$ cat config.mk
export PLATFORM = sky130hd
export DESIGN_NAME = bmp_threshold_vertical_flip
export DESIGN_NICKNAME = d
export VERILOG_FILES = /design/src/bmp_tvf_pkg.sv /design/src/bmp_tvf_pixel.sv /design/src/bmp_tvf_store.sv /design/src/bmp_threshold_vertical_flip.sv
export SDC_FILE = /design/constraint.sdc
export NUM_CORES = 2
export LEC_CHECK = 0
export BUFFER_PORTS_ARGS = -buffer_cell sky130_fd_sc_hd__buf_4
export CORE_UTILIZATION = 40
export CTS_CLUSTER_SIZE = 28
export DETAILED_ROUTE_END_ITERATION = 10
export PLACE_DENSITY = 0.51
export RECOVER_POWER = 25
export SKIP_CTS_REPAIR_TIMING = 1
export SLEW_MARGIN = 20
export SYNTH_ARGS = -nofsm -noshare
export SYNTH_HDL_FRONTEND = slang
export SYNTH_SLANG_ARGS = --single-unit
$ cat constraint.sdc
create_clock -name clk_i -period 6.9 [get_ports clk_i]
set_input_delay 0.345 -clock clk_i [delete_from_list [all_inputs] [get_ports clk_i]]
set_output_delay 0.345 -clock clk_i [all_outputs]
set_load 0.05 [all_outputs]
$ cat src/bmp_tvf_pkg.sv
`default_nettype none
package bmp_tvf_pkg;

  localparam int unsigned MAX_SIDE     = 64;
  localparam int unsigned HEADER_BYTES = 138;

  localparam int unsigned ROW_W   = 64;
  localparam int unsigned ADDR_W  = 6;
  localparam int unsigned SIDE_W  = 7;
  localparam int unsigned THR_W   = 10;
  localparam int unsigned SUM_W   = 10;
  localparam int unsigned HDR_W   = 8;
  localparam int unsigned PHASE_W = 2;

  // register indexes on the config port
  localparam logic CFG_THRESHOLD  = 1'b0;
  localparam logic CFG_IMAGE_SIDE = 1'b1;

  localparam logic [THR_W-1:0]  THRESHOLD_RST  = THR_W'(384);
  localparam logic [SIDE_W-1:0] IMAGE_SIDE_RST = SIDE_W'(64);

  // row write from the pixel front end to the frame store
  typedef struct packed {
    logic              we;
    logic [ADDR_W-1:0] addr;
    logic [ROW_W-1:0]  data;
    logic              done;
    logic [SIDE_W-1:0] side;
  } row_wr_t;

  function automatic logic [ROW_W-1:0] side_mask(input logic [SIDE_W-1:0] side);
    logic [ROW_W-1:0] m;
    if (side >= SIDE_W'(ROW_W)) begin
      m = '1;
    end else begin
      m = (ROW_W'(1) << side) - ROW_W'(1);
    end
    return m;
  endfunction

endpackage
`default_nettype wire

$ cat src/bmp_tvf_pixel.sv
`default_nettype none
module bmp_tvf_pixel (
  input  wire logic                                 clk_i,
  input  wire logic                                 rst_ni,
  input  wire logic                                 in_fire_i,
  input  wire logic [7:0]                           data_byte_i,
  input  wire logic                                 start_of_file_i,
  input  wire logic [bmp_tvf_pkg::THR_W-1:0]        threshold_i,
  input  wire logic [bmp_tvf_pkg::SIDE_W-1:0]       image_side_i,
  output bmp_tvf_pkg::row_wr_t                      row_wr_o
);

  logic [bmp_tvf_pkg::HDR_W-1:0]   hdr_q, hdr_d, hdr_c;
  logic [bmp_tvf_pkg::PHASE_W-1:0] phase_q, phase_d, phase_c;
  logic [bmp_tvf_pkg::SUM_W-1:0]   psum_q, psum_d, psum_c, sum;
  logic [bmp_tvf_pkg::ROW_W-1:0]   row_q, row_d, row_c, row_new;
  logic [bmp_tvf_pkg::ADDR_W-1:0]  col_q, col_d, col_c;
  logic [bmp_tvf_pkg::SIDE_W-1:0]  rcnt_q, rcnt_d, rcnt_c, side;
  logic                            done_q, done_d, done_c;
  logic                            pix;

  // clamp side to 1..MAX_SIDE
  always_comb begin
    if (image_side_i == '0) begin
      side = bmp_tvf_pkg::SIDE_W'(1);
    end else if (image_side_i > bmp_tvf_pkg::SIDE_W'(bmp_tvf_pkg::MAX_SIDE)) begin
      side = bmp_tvf_pkg::SIDE_W'(bmp_tvf_pkg::MAX_SIDE);
    end else begin
      side = image_side_i;
    end
  end

  always_comb begin
    // start of file clears everything before the byte is handled
    hdr_c   = start_of_file_i ? '0 : hdr_q;
    phase_c = start_of_file_i ? '0 : phase_q;
    psum_c  = start_of_file_i ? '0 : psum_q;
    row_c   = start_of_file_i ? '0 : row_q;
    col_c   = start_of_file_i ? '0 : col_q;
    rcnt_c  = start_of_file_i ? '0 : rcnt_q;
    done_c  = start_of_file_i ? 1'b0 : done_q;

    sum     = psum_c + bmp_tvf_pkg::SUM_W'(data_byte_i);
    pix     = (sum >= threshold_i);
    row_new = row_c | (bmp_tvf_pkg::ROW_W'(pix) << col_c);

    hdr_d   = hdr_q;
    phase_d = phase_q;
    psum_d  = psum_q;
    row_d   = row_q;
    col_d   = col_q;
    rcnt_d  = rcnt_q;
    done_d  = done_q;

    row_wr_o.we   = 1'b0;
    row_wr_o.addr = rcnt_c[bmp_tvf_pkg::ADDR_W-1:0];
    row_wr_o.data = row_new;
    row_wr_o.done = 1'b0;
    row_wr_o.side = side;

    if (in_fire_i) begin
      hdr_d   = hdr_c;
      phase_d = phase_c;
      psum_d  = psum_c;
      row_d   = row_c;
      col_d   = col_c;
      rcnt_d  = rcnt_c;
      done_d  = done_c;
      if (done_c) begin
        // frame complete: bytes dropped until next start of file
      end else if (hdr_c < bmp_tvf_pkg::HDR_W'(bmp_tvf_pkg::HEADER_BYTES)) begin
        hdr_d = hdr_c + bmp_tvf_pkg::HDR_W'(1);
      end else if (phase_c < bmp_tvf_pkg::PHASE_W'(2)) begin
        phase_d = phase_c + bmp_tvf_pkg::PHASE_W'(1);
        psum_d  = sum;
      end else begin
        phase_d = '0;
        psum_d  = '0;
        if ((bmp_tvf_pkg::SIDE_W'(col_c) + bmp_tvf_pkg::SIDE_W'(1)) < side) begin
          col_d = col_c + bmp_tvf_pkg::ADDR_W'(1);
          row_d = row_new;
        end else begin
          row_wr_o.we = 1'b1;
          row_d  = '0;
          col_d  = '0;
          rcnt_d = rcnt_c + bmp_tvf_pkg::SIDE_W'(1);
          if (rcnt_d >= side) begin
            done_d        = 1'b1;
            row_wr_o.done = 1'b1;
          end
        end
      end
    end
  end

  always_ff @(posedge clk_i or negedge rst_ni) begin
    if (!rst_ni) begin
      hdr_q   <= '0;
      phase_q <= '0;
      psum_q  <= '0;
      row_q   <= '0;
      col_q   <= '0;
      rcnt_q  <= '0;
      done_q  <= 1'b0;
    end else begin
      hdr_q   <= hdr_d;
      phase_q <= phase_d;
      psum_q  <= psum_d;
      row_q   <= row_d;
      col_q   <= col_d;
      rcnt_q  <= rcnt_d;
      done_q  <= done_d;
    end
  end

endmodule
`default_nettype wire

$ cat src/bmp_tvf_store.sv
`default_nettype none
module bmp_tvf_store (
  input  wire logic                                 clk_i,
  input  wire logic                                 rst_ni,
  input  wire bmp_tvf_pkg::row_wr_t                 row_wr_i,
  output logic                                      idle_o,
  output logic                                      out_valid_o,
  input  wire logic                                 out_ready_i,
  output logic [bmp_tvf_pkg::ROW_W-1:0]             row_bits_o,
  output logic [bmp_tvf_pkg::ADDR_W-1:0]            row_index_o,
  output logic                                      last_row_o
);

  localparam logic [1:0] S_IDLE = 2'd0;
  localparam logic [1:0] S_RD   = 2'd1;
  localparam logic [1:0] S_OUT  = 2'd2;

  logic [bmp_tvf_pkg::ROW_W-1:0]  mem [bmp_tvf_pkg::MAX_SIDE];
  logic [bmp_tvf_pkg::ROW_W-1:0]  rd_q;
  logic [bmp_tvf_pkg::ROW_W-1:0]  mask_q, mask_d;
  logic [1:0]                     state_q, state_d;
  logic [bmp_tvf_pkg::ADDR_W-1:0] k_q, k_d;
  logic [bmp_tvf_pkg::SIDE_W-1:0] side_q, side_d, rd_addr_w;
  logic                           rd_en, last;

  // rows go out newest first
  assign rd_addr_w = side_q - bmp_tvf_pkg::SIDE_W'(1) - bmp_tvf_pkg::SIDE_W'(k_q);
  assign last      = (bmp_tvf_pkg::SIDE_W'(k_q) + bmp_tvf_pkg::SIDE_W'(1)) == side_q;
  assign rd_en     = (state_q == S_RD);

  always_ff @(posedge clk_i) begin
    if (row_wr_i.we) begin
      mem[row_wr_i.addr] <= row_wr_i.data;
    end
    if (rd_en) begin
      rd_q <= mem[rd_addr_w[bmp_tvf_pkg::ADDR_W-1:0]];
    end
  end

  always_comb begin
    state_d = state_q;
    k_d     = k_q;
    side_d  = side_q;
    mask_d  = mask_q;
    unique case (state_q)
      S_IDLE: begin
        if (row_wr_i.done) begin
          state_d = S_RD;
          k_d     = '0;
          side_d  = row_wr_i.side;
          mask_d  = bmp_tvf_pkg::side_mask(row_wr_i.side);
        end
      end
      S_RD: begin
        state_d = S_OUT;
      end
      S_OUT: begin
        if (out_ready_i) begin
          if (last) begin
            state_d = S_IDLE;
          end else begin
            state_d = S_RD;
            k_d     = k_q + bmp_tvf_pkg::ADDR_W'(1);
          end
        end
      end
      default: begin
        state_d = S_IDLE;
      end
    endcase
  end

  always_ff @(posedge clk_i or negedge rst_ni) begin
    if (!rst_ni) begin
      state_q <= S_IDLE;
      k_q     <= '0;
      side_q  <= bmp_tvf_pkg::SIDE_W'(1);
    end else begin
      state_q <= state_d;
      k_q     <= k_d;
      side_q  <= side_d;
    end
  end

  always_ff @(posedge clk_i) begin
    mask_q <= mask_d;
  end

  assign idle_o      = (state_q == S_IDLE);
  assign out_valid_o = (state_q == S_OUT);
  assign row_bits_o  = rd_q & mask_q;
  assign row_index_o = k_q;
  assign last_row_o  = last;

endmodule
`default_nettype wire

$ cat src/bmp_threshold_vertical_flip.sv
// Bitmap binariser with vertical flip.
// Input channel (in_valid_i/in_ready_o): one file byte per word, start_of_file_i
// set on the first byte. The first 138 bytes are skipped, then each group of
// three bytes is summed and compared with the threshold register to give one
// pixel. Pixels fill rows of image_side columns; image_side rows make a frame.
// Loading takes one byte per cycle while in_ready_o is high.
// When the last row is stored the frame is read out on the output channel
// (out_valid_o/out_ready_i), last stored row first, one 64-bit row word per
// result, with row_index_o counting up and last_row_o on the final row.
// After the final pixel byte, and for each row, the store first reads the frame
// store into a register, then holds the row on the output until it is taken;
// the next row is read only after that. in_ready_o is low for
// the whole readout; a stalled receiver simply holds the current row.
// Further bytes after a frame are dropped until the next start_of_file_i.
// Config: cfg_we_i writes cfg_wdata_i to register cfg_addr_i (0 threshold,
// 1 image_side); write only while idle.
// Reset: threshold 384, image_side 64, counters cleared, no readout pending.
// The frame store has no reset; only rows of the current frame are read.
`default_nettype none
module bmp_threshold_vertical_flip (
  input  wire logic                                 clk_i,
  input  wire logic                                 rst_ni,
  input  wire logic                                 cfg_we_i,
  input  wire logic                                 cfg_addr_i,
  input  wire logic [bmp_tvf_pkg::THR_W-1:0]        cfg_wdata_i,
  input  wire logic                                 in_valid_i,
  output logic                                      in_ready_o,
  input  wire logic [7:0]                           data_byte_i,
  input  wire logic                                 start_of_file_i,
  output logic                                      out_valid_o,
  input  wire logic                                 out_ready_i,
  output logic [bmp_tvf_pkg::ROW_W-1:0]             row_bits_o,
  output logic [bmp_tvf_pkg::ADDR_W-1:0]            row_index_o,
  output logic                                      last_row_o
);

  logic [bmp_tvf_pkg::THR_W-1:0]  threshold_q;
  logic [bmp_tvf_pkg::SIDE_W-1:0] image_side_q;
  bmp_tvf_pkg::row_wr_t           row_wr;
  logic                           idle;

  always_ff @(posedge clk_i or negedge rst_ni) begin
    if (!rst_ni) begin
      threshold_q  <= bmp_tvf_pkg::THRESHOLD_RST;
      image_side_q <= bmp_tvf_pkg::IMAGE_SIDE_RST;
    end else if (cfg_we_i) begin
      unique case (cfg_addr_i)
        bmp_tvf_pkg::CFG_THRESHOLD: begin
          threshold_q <= cfg_wdata_i;
        end
        bmp_tvf_pkg::CFG_IMAGE_SIDE: begin
          image_side_q <= cfg_wdata_i[bmp_tvf_pkg::SIDE_W-1:0];
        end
        default: begin
        end
      endcase
    end
  end

  assign in_ready_o = idle;

  bmp_tvf_pixel u_pixel (
    .clk_i           (clk_i),
    .rst_ni          (rst_ni),
    .in_fire_i       (in_valid_i && idle),
    .data_byte_i     (data_byte_i),
    .start_of_file_i (start_of_file_i),
    .threshold_i     (threshold_q),
    .image_side_i    (image_side_q),
    .row_wr_o        (row_wr)
  );

  bmp_tvf_store u_store (
    .clk_i       (clk_i),
    .rst_ni      (rst_ni),
    .row_wr_i    (row_wr),
    .idle_o      (idle),
    .out_valid_o (out_valid_o),
    .out_ready_i (out_ready_i),
    .row_bits_o  (row_bits_o),
    .row_index_o (row_index_o),
    .last_row_o  (last_row_o)
  );

endmodule
`default_nettype wire

==> results.cfg <==
[critical_path]
path_class = flip-flop to flip-flop
critPathLaunchType = flip-flop
cp.arrival_ns = 6.84
end_kind = flip-flop
reg2regPathDepth = 13
path_max_fanout = 51
cp_cell_sequence = clkbuf_1 -> nor2_1 -> inv_1 -> nor3_4 -> inv_2 -> o31ai_1 -> o2bb2ai_2 -> buf_4 -> and3_1 -> nand4b_1 -> buf_4 -> nor2_1 -> buf_12
critPathRequiredTime_ns = 7.50
slowest_delay_ns = 1.28
cpMaxStageDelayCell = clkbuf_1

[place]
gp_congestion = 0.899
dp_hpwl_um = 281000
port_buffers = 97

[pwr]
switchingPower_mw = 22.5
p_total_mw = 74.6
p_leak_nw = 60.8
peakVddDrop_v = 0.000549
seqPwrFrac = 0.393
p_clk_frac = 0.320
swShare = 0.301
p_comb_frac = 0.287
power_density_nw_per_um2 = 383
p_int_mw = 52.1

[grt]
overflow = 0
grt_pass1_vias = 83100
track_usage = 0.241
grt_max_degree = 111
grt_pass1_wl_um = 703000
antenna_found_initial = 38

[timing]
worst_slew_pin_slew_ns = 3.81
rsz0062_at_grt = no
period_needed_ns = 6.24
fin_skew_ns = 0.0626
setup_viol = 0
period_share = 0.904
fmax_ghz = 0.160
tns_ns = 0
hold_viol = 1
drv_slew = 448
hold_ws_ns = -0.0353
slew_headroom = -1.54

[detailed_routing]
wire_per_inst_um = 37.1
vias = 82337
final_antenna_net_count = 0
met3_length_um = 36500
routed_wl_um = 516000
drt-met1-wl_um = 212000
drc_errors = 3
dr_wl_met2_um = 248000
vias_per_cell = 5.93
highest_layer = met4
dr.pass1.iters = 9
drt_iter0_drc = 10135

[synth]
ys.flop_type = edfxtp_1
synth_compound_area_frac = 0.0133
yosysSeqAreaShare = 0.771
synth_common_cells = edfxtp_1, mux4_2, clkbuf_1, mux2i_1, nor2_1
synthMuxAreaShare = 0.184
synth_xor_area_frac = 0.00171
yosys-top-cells-area = edfxtp_1, mux4_2, dfrtp_1
synthCells = 7293
yosysWarnings = 0
synthSimpleGateAreaFrac = 0.0155
yosys.area.top_type = edfxtp_1
netlist_area_um2 = 169000
avgSynthCellArea_um2 = 23.1
synth_top_family_by_area = multiplexers
synth_fa_ha_area_frac = 0.00328
yosys_register_bits = 4354
synth.distinct_cells = 78
synth_top_area_share = 0.752
synthArstFlopShare = 0.0299
synth_edf_count = 4224
synthMostInstantiatedCell = edfxtp_1

[layout]
syn_to_final_growth_pct = 15.3
multi_input_area_um2 = 37700
fin_nets = 7918
fillers = 34632
seq_area_um2 = 130000
layout-drive-gt1-share = 0.299

[run_status]
status = complete, but fails checks
violations = design-rule violations, negative hold slack, max-capacitance violations, max-slew violations

[job]
maxCapViolations = 11

[clocking]
clock_latency_ns = 1.02
cts_buffers = 458
cts_max_level = 5
numClockSinks = 4354
root_buffer = clkbuf_16
clk_pin_slew_worst_paths_ns = 0.07
cts_tree = done
cts_buffer_depth = 4

[floorplanning]
ioPinCount = 98
initial_core_util = 0.402
fp.dieH_um = 652
rows = 238
coreArea_um2 = 420000
die_w_um = 652
dieArea_um2 = 424000

[hold_path]
min_path_type = input port to flip-flop
whs_path_depth = 4
## area by class of cell
cell class,count,share of cell area
antenna,17,0.000219
timing repair buffer,485,0.0247
clock inverter,257,0.0118
sequential,4354,0.669
inverter,103,0.00200
clock buffer,584,0.0626
multi-input combinational,2448,0.194
tap,5640,0.0363
## worst max-delay path: cells and delay by family (launching register included)
kind | cells | cell delay [ns]
AOI/OAI and AO/OA | 2 | 0.37
DFF | 1 | 0.63
and+or+nand+nor | 5 | 1.52
buffers and inverters | 6 | 3.03
## per-stage QoR
| step | instances | instance area (um2) | hold slack (ns) | utilization | setup WS, ns |
|---|---|---|---|---|---|
| floorplan | 7294 | 169000 | 0.0494 | - | 0.271 |
| CTS | 13834 | 195000 | -0.841 | 0.464 | 1.42 |
| global placement | 12988 | 180000 | 0.267 | 0.429 | 1.11 |
| finish | 13888 | 195000 | -0.0353 | 0.463 | 0.660 |
| detailed placement | 12993 | 180000 | 0.268 | 0.429 | 1.29 |
| global route | 13881 | 195000 | 0.00549 | 0.463 | 0.646 |
## worst paths after layout
path                                    from             endpoint  slack, ns
max in group asynchronous             rst_ni   u_store.state_q[1]       2.46
min                           data_byte_i[6]    u_pixel.psum_q[8]      -0.04
max                          image_side_q[6]  u_store.mem[45][29]       0.66
min reg2reg                u_pixel.row_q[22]    u_pixel.row_q[22]       0.49
min in group asynchronous             rst_ni       threshold_q[7]       0.91
max reg2reg                  image_side_q[6]  u_store.mem[45][29]       0.66
## flip-flops by register name, indices dropped and copies added, names as in the netlist, 7 cells and up
register and cells:
u_store.mem 4096, u_pixel.hdr_q 8, threshold_q 10, image_side_q 7, u_store.mask_q 64, u_pixel.rcnt_q 7
u_store.rd_q 64, u_pixel.row_q 64, u_store.side_q 7, u_pixel.psum_q 10
## per-layer routing
layer  vias up  GRT usage
met2      3394      0.389
met3       800     0.0431
met5         -          0
li1      32275          -
met4         0     0.0779
met1     45868      0.333
## logic make-up (layout without fill, tap and decap cells)
kind of cell / Yosys count / after routing
compound gates: 350 / 350
flops: 4354 / 4354
other cells: 1 / 19
fa+ha+maj: 43 / 43
mux: 1492 / 1492
xor+xnor: 33 / 33
buf+inv: 492 / 1429
simple gates: 528 / 528
## power by group through the flow
stage | Clock [mW] | Combinational (mW) | Sequential, mW
after CTS | 24.3 | 21.9 | 29.3
after global placement | 0 | 21.8 | 29.9
after global routing | 25.2 | 22.4 | 29.3
final | 23.9 | 21.4 | 29.3
after floorplan | 0 | 14.0 | 29.8
after detailed placement | 0 | 21.8 | 29.9
## placed cells by master, fill, tap and decap left out, drive strengths merged, types with 10 or more instances in the layout
master / n
edfxtp: 4224
mux4: 1280
clkbuf: 658
buf: 379
clkinv: 210
mux2i: 199
nor2: 151
dfrtp: 126
nand2: 117
inv: 110
o22ai: 101
o21ai: 77
and2: 74
a21oi: 57
ha: 41
nand3: 41
dlygate4sd3: 32
bufinv: 28
nor2b: 27
nor3: 27
xnor2: 21
a31oi: 20
nand2b: 19
diode: 17
or3: 14
mux2: 13
nand4: 12
clkinvlp: 12
xor2: 12
o211ai: 11
and3: 10
(Power assumes the default switching activity.)
